**src/rtl/core/glre_pkg.sv**
```systemverilog
// ----------------------------------------------------------------------------
// glre_pkg: shared types and constants for the gated linear ramp envelope
// Field widths, the rate reset value and the divider status bundle.
// ----------------------------------------------------------------------------
`default_nettype none

package glre_pkg;

  localparam int LVL_W         = 24;   // level and envelope, signed Q1.23
  localparam int TIME_W        = 16;   // attack and release time, 1/16 ms
  localparam int RATE_W        = 16;   // samples per ms, Q8.8
  localparam int N_W           = 21;   // ramp length and step counter
  localparam int PROD_W        = TIME_W + RATE_W;
  localparam int RND_SHIFT     = 12;   // 1/16 ms times Q8.8 -> samples
  localparam int FRAC_BITS_DEF = 16;

  localparam logic [RATE_W-1:0] RATE_RST = RATE_W'(12288);

  typedef struct packed {
    logic busy;
    logic done;
  } div_stat_t;

endpackage

`default_nettype wire

```
**src/rtl/core/glre_len.sv**
```systemverilog
// ----------------------------------------------------------------------------
// glre_len: ramp length
// Rounds time x samples_per_ms to a whole number of samples, half up.
// ----------------------------------------------------------------------------
`default_nettype none

module glre_len
  import glre_pkg::*;
(
  input  wire logic [TIME_W-1:0] time_val,
  input  wire logic [RATE_W-1:0] rate,
  output logic      [N_W-1:0]    len
);

  logic [PROD_W-1:0] prod;
  logic [PROD_W:0]   rnd;

  assign prod = PROD_W'(time_val) * PROD_W'(rate);
  assign rnd  = {1'b0, prod} + (PROD_W + 1)'(1 << (RND_SHIFT - 1));
  assign len  = rnd[PROD_W:RND_SHIFT];

endmodule

`default_nettype wire

```
**src/rtl/core/glre_div.sv**
```systemverilog
// ----------------------------------------------------------------------------
// glre_div: serial unsigned divider
// Restoring division, one quotient bit per cycle with one shared subtractor.
// ----------------------------------------------------------------------------
`default_nettype none

module glre_div
  import glre_pkg::*;
#(
  parameter int DW = LVL_W + FRAC_BITS_DEF
) (
  input  wire logic          clk,
  input  wire logic          rst_n,
  input  wire logic          start,
  input  wire logic [DW-1:0] dividend,
  input  wire logic [N_W-1:0] divisor,
  output logic      [DW-1:0] quot,
  output div_stat_t          stat
);

  localparam int CW = $clog2(DW + 1);

  logic          busy_r;
  logic          done_r;
  logic [CW-1:0] cnt_r;
  logic [DW-1:0] quo_r;
  logic [N_W-1:0] rem_r;

  logic [N_W:0]  rem_sh;
  logic [N_W:0]  rem_sub;
  logic          fits;

  // shift in the next dividend bit, then trial subtract
  assign rem_sh  = {rem_r, quo_r[DW-1]};
  assign rem_sub = rem_sh - {1'b0, divisor};
  assign fits    = rem_sh >= {1'b0, divisor};

  always_ff @(posedge clk) begin
    if (!rst_n) begin
      busy_r <= 1'b0;
      done_r <= 1'b0;
      cnt_r  <= '0;
    end else begin
      done_r <= 1'b0;
      if (start) begin
        busy_r <= 1'b1;
        cnt_r  <= CW'(DW);
      end else if (busy_r) begin
        cnt_r <= cnt_r - CW'(1);
        if (cnt_r == CW'(1)) begin
          busy_r <= 1'b0;
          done_r <= 1'b1;
        end
      end
    end
  end

  always_ff @(posedge clk) begin
    if (start) begin
      quo_r <= dividend;
      rem_r <= '0;
    end else if (busy_r) begin
      quo_r <= {quo_r[DW-2:0], fits};
      rem_r <= fits ? rem_sub[N_W-1:0] : rem_sh[N_W-1:0];
    end
  end

  assign quot      = quo_r;
  assign stat.busy = busy_r;
  assign stat.done = done_r;

endmodule

`default_nettype wire

```
**src/rtl/core/gated_linear_ramp_envelope.sv**
```systemverilog
// ----------------------------------------------------------------------------
// gated_linear_ramp_envelope: linear attack/release envelope
// Gate from a nonzero level, linear ramp toward the target per sample.
// ----------------------------------------------------------------------------
// One sample is taken at a time and the input stalls until its result is
// in the output register. A sample with no gate change passes LEN and OUT. A
// gate change that starts a ramp of two or more samples computes the step
// with a serial divider in the DIV state, one quotient bit per cycle, and
// adds it in FIN. A finished result waits in the output register if the
// result channel stalls; the next sample is then held only until the
// register frees. The rate register may be written at any idle moment.
`default_nettype none

module gated_linear_ramp_envelope
  import glre_pkg::*;
#(
  parameter int FRAC_BITS = FRAC_BITS_DEF
) (
  input  wire logic                     clk,
  input  wire logic                     rst_n,
  input  wire logic                     cfg_we,
  input  wire logic [RATE_W-1:0]        cfg_wdata,
  input  wire logic                     in_valid,
  output logic                          in_stall,
  input  wire logic signed [LVL_W-1:0]  in_level,
  input  wire logic [TIME_W-1:0]        in_attack_time,
  input  wire logic [TIME_W-1:0]        in_release_time,
  output logic                          out_valid,
  input  wire logic                     out_stall,
  output logic signed [LVL_W-1:0]       out_envelope
);

  localparam int W = LVL_W + FRAC_BITS;

  localparam logic [2:0] ST_IDLE = 3'd0;
  localparam logic [2:0] ST_LEN  = 3'd1;
  localparam logic [2:0] ST_DIV  = 3'd2;
  localparam logic [2:0] ST_FIN  = 3'd3;
  localparam logic [2:0] ST_OUT  = 3'd4;

  logic [2:0]              state_r;
  logic [RATE_W-1:0]       rate_r;
  logic signed [LVL_W-1:0] lvl_r;
  logic [TIME_W-1:0]       atk_r;
  logic [TIME_W-1:0]       rel_r;
  logic signed [W-1:0]     cur_r;
  logic signed [W-1:0]     step_r;
  logic signed [LVL_W-1:0] tgt_r;
  logic [N_W-1:0]          left_r;
  logic                    gate_r;
  logic                    neg_r;
  logic signed [LVL_W-1:0] res_r;
  logic signed [LVL_W-1:0] out_r;
  logic                    out_valid_r;

  logic                    in_xfer;
  logic                    gate_now;
  logic [TIME_W-1:0]       time_sel;
  logic [N_W-1:0]          ramp_n;
  logic signed [W-1:0]     lvl_fx;
  logic signed [W-1:0]     tgt_fx;
  logic signed [W:0]       diff;
  logic [W:0]              mag_full;
  logic signed [W-1:0]     cur_sum;
  logic                    div_start;
  logic [W-1:0]            quot;
  div_stat_t               div_stat;
  logic                    out_load;

  assign in_stall = (state_r != ST_IDLE);
  assign in_xfer  = in_valid && !in_stall;

  assign gate_now = (lvl_r != '0);
  assign time_sel = gate_now ? atk_r : rel_r;
  assign lvl_fx   = {lvl_r, {FRAC_BITS{1'b0}}};
  assign tgt_fx   = {tgt_r, {FRAC_BITS{1'b0}}};
  assign diff     = {lvl_fx[W-1], lvl_fx} - {cur_r[W-1], cur_r};
  // magnitude stays below 2^W, so the top bit is always clear
  assign mag_full = diff[W] ? (W + 1)'(-diff) : (W + 1)'(diff);
  assign cur_sum  = cur_r + step_r;

  assign div_start = (state_r == ST_LEN) && (gate_now != gate_r) &&
                     (ramp_n > N_W'(1));

  assign out_load = (state_r == ST_OUT) && (!out_valid_r || !out_stall);

  glre_len u_len (
    .time_val (time_sel),
    .rate     (rate_r),
    .len      (ramp_n)
  );

  glre_div #(
    .DW (W)
  ) u_div (
    .clk      (clk),
    .rst_n    (rst_n),
    .start    (div_start),
    .dividend (mag_full[W-1:0]),
    .divisor  (ramp_n),
    .quot     (quot),
    .stat     (div_stat)
  );

  always_ff @(posedge clk) begin
    if (!rst_n) begin
      rate_r <= RATE_RST;
    end else if (cfg_we) begin
      rate_r <= cfg_wdata;
    end
  end

  always_ff @(posedge clk) begin
    if (in_xfer) begin
      lvl_r <= in_level;
      atk_r <= in_attack_time;
      rel_r <= in_release_time;
    end
  end

  always_ff @(posedge clk) begin
    if (!rst_n) begin
      state_r <= ST_IDLE;
      cur_r   <= '0;
      step_r  <= '0;
      tgt_r   <= '0;
      left_r  <= '0;
      gate_r  <= 1'b0;
      neg_r   <= 1'b0;
    end else begin
      unique case (state_r)
        ST_IDLE: begin
          if (in_xfer) begin
            state_r <= ST_LEN;
          end
        end
        ST_LEN: begin
          if (gate_now != gate_r) begin
            tgt_r  <= lvl_r;
            gate_r <= gate_now;
            if (ramp_n > N_W'(1)) begin
              neg_r   <= diff[W];
              left_r  <= ramp_n;
              state_r <= ST_DIV;
            end else begin
              step_r  <= '0;
              left_r  <= '0;
              cur_r   <= lvl_fx;
              res_r   <= lvl_r;
              state_r <= ST_OUT;
            end
          end else if (left_r != '0) begin
            res_r  <= cur_sum[W-1:FRAC_BITS];
            left_r <= left_r - N_W'(1);
            // one step left: snap onto the exact target
            if (left_r == N_W'(2)) begin
              step_r <= '0;
              cur_r  <= tgt_fx;
            end else begin
              cur_r <= cur_sum;
            end
            state_r <= ST_OUT;
          end else begin
            res_r   <= tgt_r;
            state_r <= ST_OUT;
          end
        end
        ST_DIV: begin
          if (div_stat.done) begin
            step_r  <= neg_r ? -$signed(quot) : $signed(quot);
            state_r <= ST_FIN;
          end
        end
        ST_FIN: begin
          cur_r   <= cur_sum;
          res_r   <= cur_sum[W-1:FRAC_BITS];
          state_r <= ST_OUT;
        end
        ST_OUT: begin
          if (out_load) begin
            state_r <= ST_IDLE;
          end
        end
        default: begin
          state_r <= ST_IDLE;
        end
      endcase
    end
  end

  // output register, freed by a result transfer
  always_ff @(posedge clk) begin
    if (!rst_n) begin
      out_valid_r <= 1'b0;
    end else if (out_load) begin
      out_valid_r <= 1'b1;
    end else if (out_valid_r && !out_stall) begin
      out_valid_r <= 1'b0;
    end
  end

  always_ff @(posedge clk) begin
    if (out_load) begin
      out_r <= res_r;
    end
  end

  assign out_valid    = out_valid_r;
  assign out_envelope = out_r;

endmodule

`default_nettype wire

```
**config.mk**
```make
export PLATFORM = sky130hd
export DESIGN_NAME = gated_linear_ramp_envelope
export DESIGN_NICKNAME = d
export VERILOG_FILES = /design/src/rtl/core/glre_pkg.sv /design/src/rtl/core/glre_len.sv /design/src/rtl/core/glre_div.sv /design/src/rtl/core/gated_linear_ramp_envelope.sv
export SDC_FILE = /design/constraint.sdc
export NUM_CORES = 2
export LEC_CHECK = 0
export BUFFER_PORTS_ARGS = -buffer_cell sky130_fd_sc_hd__clkbuf_2
export CAP_MARGIN = 20
export CORE_MARGIN = 2
export CORE_UTILIZATION = 42
export DETAILED_ROUTE_END_ITERATION = 16
export GPL_ROUTABILITY_DRIVEN = 0
export HOLD_SLACK_MARGIN = 0.05
export SYNTH_ARGS = -nofsm -noshare
export SYNTH_HDL_FRONTEND = slang
export SYNTH_SLANG_ARGS = --single-unit
```
**constraint.sdc**
```tcl
create_clock -name clk -period 31.5 [get_ports clk]
set_input_delay 3.15 -clock clk [delete_from_list [all_inputs] [get_ports clk]]
set_output_delay 3.15 -clock clk [all_outputs]
set_load 0.05 [all_outputs]
```
==> impl_metrics.csv <==
group,metric,value,unit
status,outcome,"complete, no violations",
grt,grt_max_degree,82,
cts,clock_path_buffers,3,
hold_path,whs_path_depth,0,
drt,drt-initial-drc-count,1696,
cts,cts-resized-gates,0,
critical_path,cp-startpoint,"lvl_r[0]$_DFFE_PP_",
drt,dr.pass1.iters,6,
yosys,synth.yosys.seq_area_share,0.277,
critical_path,crit_fanout,20,
yosys,synth_fa_ha_area_frac,0.231,
sta,fmax,77.0,MHz
critical_path,crit_path_frequent_cell,"fa_1",
cts,clock_sinks,320,
yosys,synthCells,3198,
cts,post_cts_buffers,0,
critical_path,path_buf_inv,7,
sta,drv_slew,0,
sta,maxSlewHeadroom,0.274,
power,p_leak,13.1,nW
critical_path,regToRegStartpoint,"lvl_r[0]$_DFFE_PP_",
sta,finalWorstPathRequiredPeriod,12.98,ns
yosys,yosys_warnings,0,
yosys,syn_area,0.0283,mm²
drt,via_per_inst,5.63,
yosys,synth.area.mux_share,0.0286,
critical_path,cp-endpoint,"u_div.rem_r[2]$_SDFFE_PN0P_",
hold_path,hp-start,"res_r[7]$_DFFE_PP_",
drt,wirelength,80.8,mm
grt,grt.overflow.total,0,
critical_path,start_kind,"flip-flop",
critical_path,r2r_setup_slack,18.52,ns
finish,areaGrowthSynthToFinish,9.24,%
placed_design,port_buffers,102,
finish,seqCellArea,0.00785,mm²
finish,multi_input_area,0.0188,mm²
cts,cts_tree,"yes",
finish,final_cell_mix,"nand2_1 (344), inv_1 (308), a21oi_1 (222), nor2_1 (205), ha_1 (204)",
sta,hold_viol_final,0,
grt,antenna_found_initial,1,
cts,clkTransAtPathRegs,0.06,ns
yosys,yosys.area_share.simple,0.167,
floorplan,die_x,264,µm
drt,drc,0,
drt,ant_nets,0,
critical_path,critical-path-top-delay-family,"adder cells",
sta,whs,0.412,ns
yosys,synth_compound_area_frac,0.173,
sta,fin_skew,0.0266,ns
floorplan,io_pins,103,
yosys,syn_area_per_cell,8.85,µm²
sta,tightest_slew,1.09,ns
finish,n_fill_cell,6553,
sta,fin_crit_sh,0.412,
finish,fin_util,0.462,
hold_path,min_path_type,"reg2reg",
sta,tns,0,ns
sta,rsz0062_at_grt,"false",
critical_path,reg2reg_to,"u_div.rem_r[2]$_SDFFE_PN0P_",
floorplan,fp-row-count,95,
yosys,synth-xor-area-share,0.0613,
power,power_density,91.1,mW/mm²
sta,report.final.setup_viol,0,
critical_path,crit_slowest_cell,"a2111oi_4",
finish,layout_commonest_cell,"nand2_1",
yosys,synthDistinctLibCells,91,
cts,cts_buffers,40,
yosys,synth_top_flop_cell,"dfxtp_1",
cts,clock_latency,0.59,ns
yosys,synth_nets,3676,
grt,grt_pass1_vias,22600,
cts,ctsRootBufferMaster,"clkbuf_16",
yosys,ys_ff_latch,320,
critical_path,r2r_cells,37,
drt,vias,23200,
critical_path,max_stage_delay,0.95,ns
grt,grt_pass1_wl,129,mm
critical_path,crit_required,31.96,ns
critical_path,arrival,13.44,ns
yosys,async_flop_share,0,
grt,track_usage,0.233,
finish,drive_gt1_frac,0.0772,
cts,cts_max_level,2,
critical_path,path_class,"reg2reg",
floorplan,fp.coreArea,0.0669,mm²
cts,hold_buffers,0,
placed_design,dp_cells,4039,
floorplan,die_h,264,µm
power,peakVddDrop,0.0866,mV
floorplan,dieArea,0.0695,mm²
critical_path,cp_num_cells,37,
yosys,synth_edf_count,144,
placed_design,dp_hpwl,60.7,mm
yosys,synth_top_family_by_area,"adder cells",
floorplan,start_util,0.423,
finish,antenna-diode-count,0,
run,maxCapViolCount,0,
critical_path,endpoint_kind,"flip-flop",
drt,wl_per_cell,19.7,µm
finish,num-nets-final,3686,
finish,finalNonFillerCells,4112,
## flip-flops by register name (all words and copies together), names as in the netlist, 6 cells and up
name,flops
atk_r,16
step_r,40
u_div.rem_r,21
tgt_r,24
res_r,24
lvl_r,24
out_envelope,24
u_div.cnt_r,6
u_div.quot,40
rate_r,16
cur_r,40
rel_r,16
left_r,21
## where the power goes
group / switching [mW] / total (mW) / internal [mW]
registers: 0.0481 / 0.532 / 0.484
clock network: 0.198 / 0.480 / 0.281
logic: 1.10 / 1.80 / 0.709
## cell families (layout without fill, tap and decap cells)
family                     Yosys count  in the layout
AOI/OAI and AO/OA                  755            755
DFF                                320            320
xor gates and xnor gates           198            198
muxes                               78             78
buffers and inverters              466            507
and+or+nand+nor                    977            977
adders and majority gates          404            404
## cell type report
class | instances | share of cell area
Tap cell | 873 | 0.0353
Clock buffer | 55 | 0.0372
Timing Repair Buffer | 125 | 0.0221
Multi-Input combinational cell | 2412 | 0.607
Inverter | 309 | 0.0376
Sequential cell | 320 | 0.254
Clock inverter | 18 | 0.00660
## worst min-delay path by stage
stage / end / slack (ns)
2_1_floorplan: out_envelope[0]$_DFFE_PP_ / 0.40
3_3_place_gp: out_envelope[13]$_DFFE_PP_ / 0.41
3_5_place_dp: out_envelope[23]$_DFFE_PP_ / 0.40
4_1_cts: out_envelope[23]$_DFFE_PP_ / 0.41
5_1_grt: out_envelope[23]$_DFFE_PP_ / 0.41
6_report: out_envelope[7]$_DFFE_PP_ / 0.41
## synthesized netlist by cell type, drive strengths merged, types with 17 or more instances
cell type	n	area [µm²]
nand2b	19	119
o22ai	56	350
inv	308	1160
a21oi	224	1120
mux2	23	259
nor4	27	175
mux2i	55	551
a21o	48	360
ha	204	2550
nand3	45	230
nor3	44	220
nor2	210	796
dfxtp	176	3520
o2bb2ai	42	368
o21bai	17	128
edfxtp	144	4320
nand4	28	175
and2	137	857
a31oi	26	163
and3	22	138
fa	197	3940
o31ai	30	254
o21ai	148	741
buf	19	87.6
or3	26	163
nor2b	17	106
nand2	345	1290
xor2	99	867
xnor2	99	867
a211oi	35	263
clkbuf	138	518
## layer usage
metal  vias to the layer above  part of all wire  track usage
li1                      11100                 -            -
met1                     11300              0.45        0.317
met2                       626              0.47        0.389
met3                       129             0.053       0.0304
met4                         0             0.027       0.0625
met5                         -                 0            0
## through the flow
stage	total power [mW]	setup WS (ns)	area, µm²
2_1_floorplan	1.91	20.43	28300
3_3_place_gp	2.33	18.81	29600
3_5_place_dp	2.34	18.55	29600
4_1_cts	2.83	18.49	30900
5_1_grt	3.08	17.87	30900
6_report	2.82	18.52	30900
(Power assumes the default switching activity.)
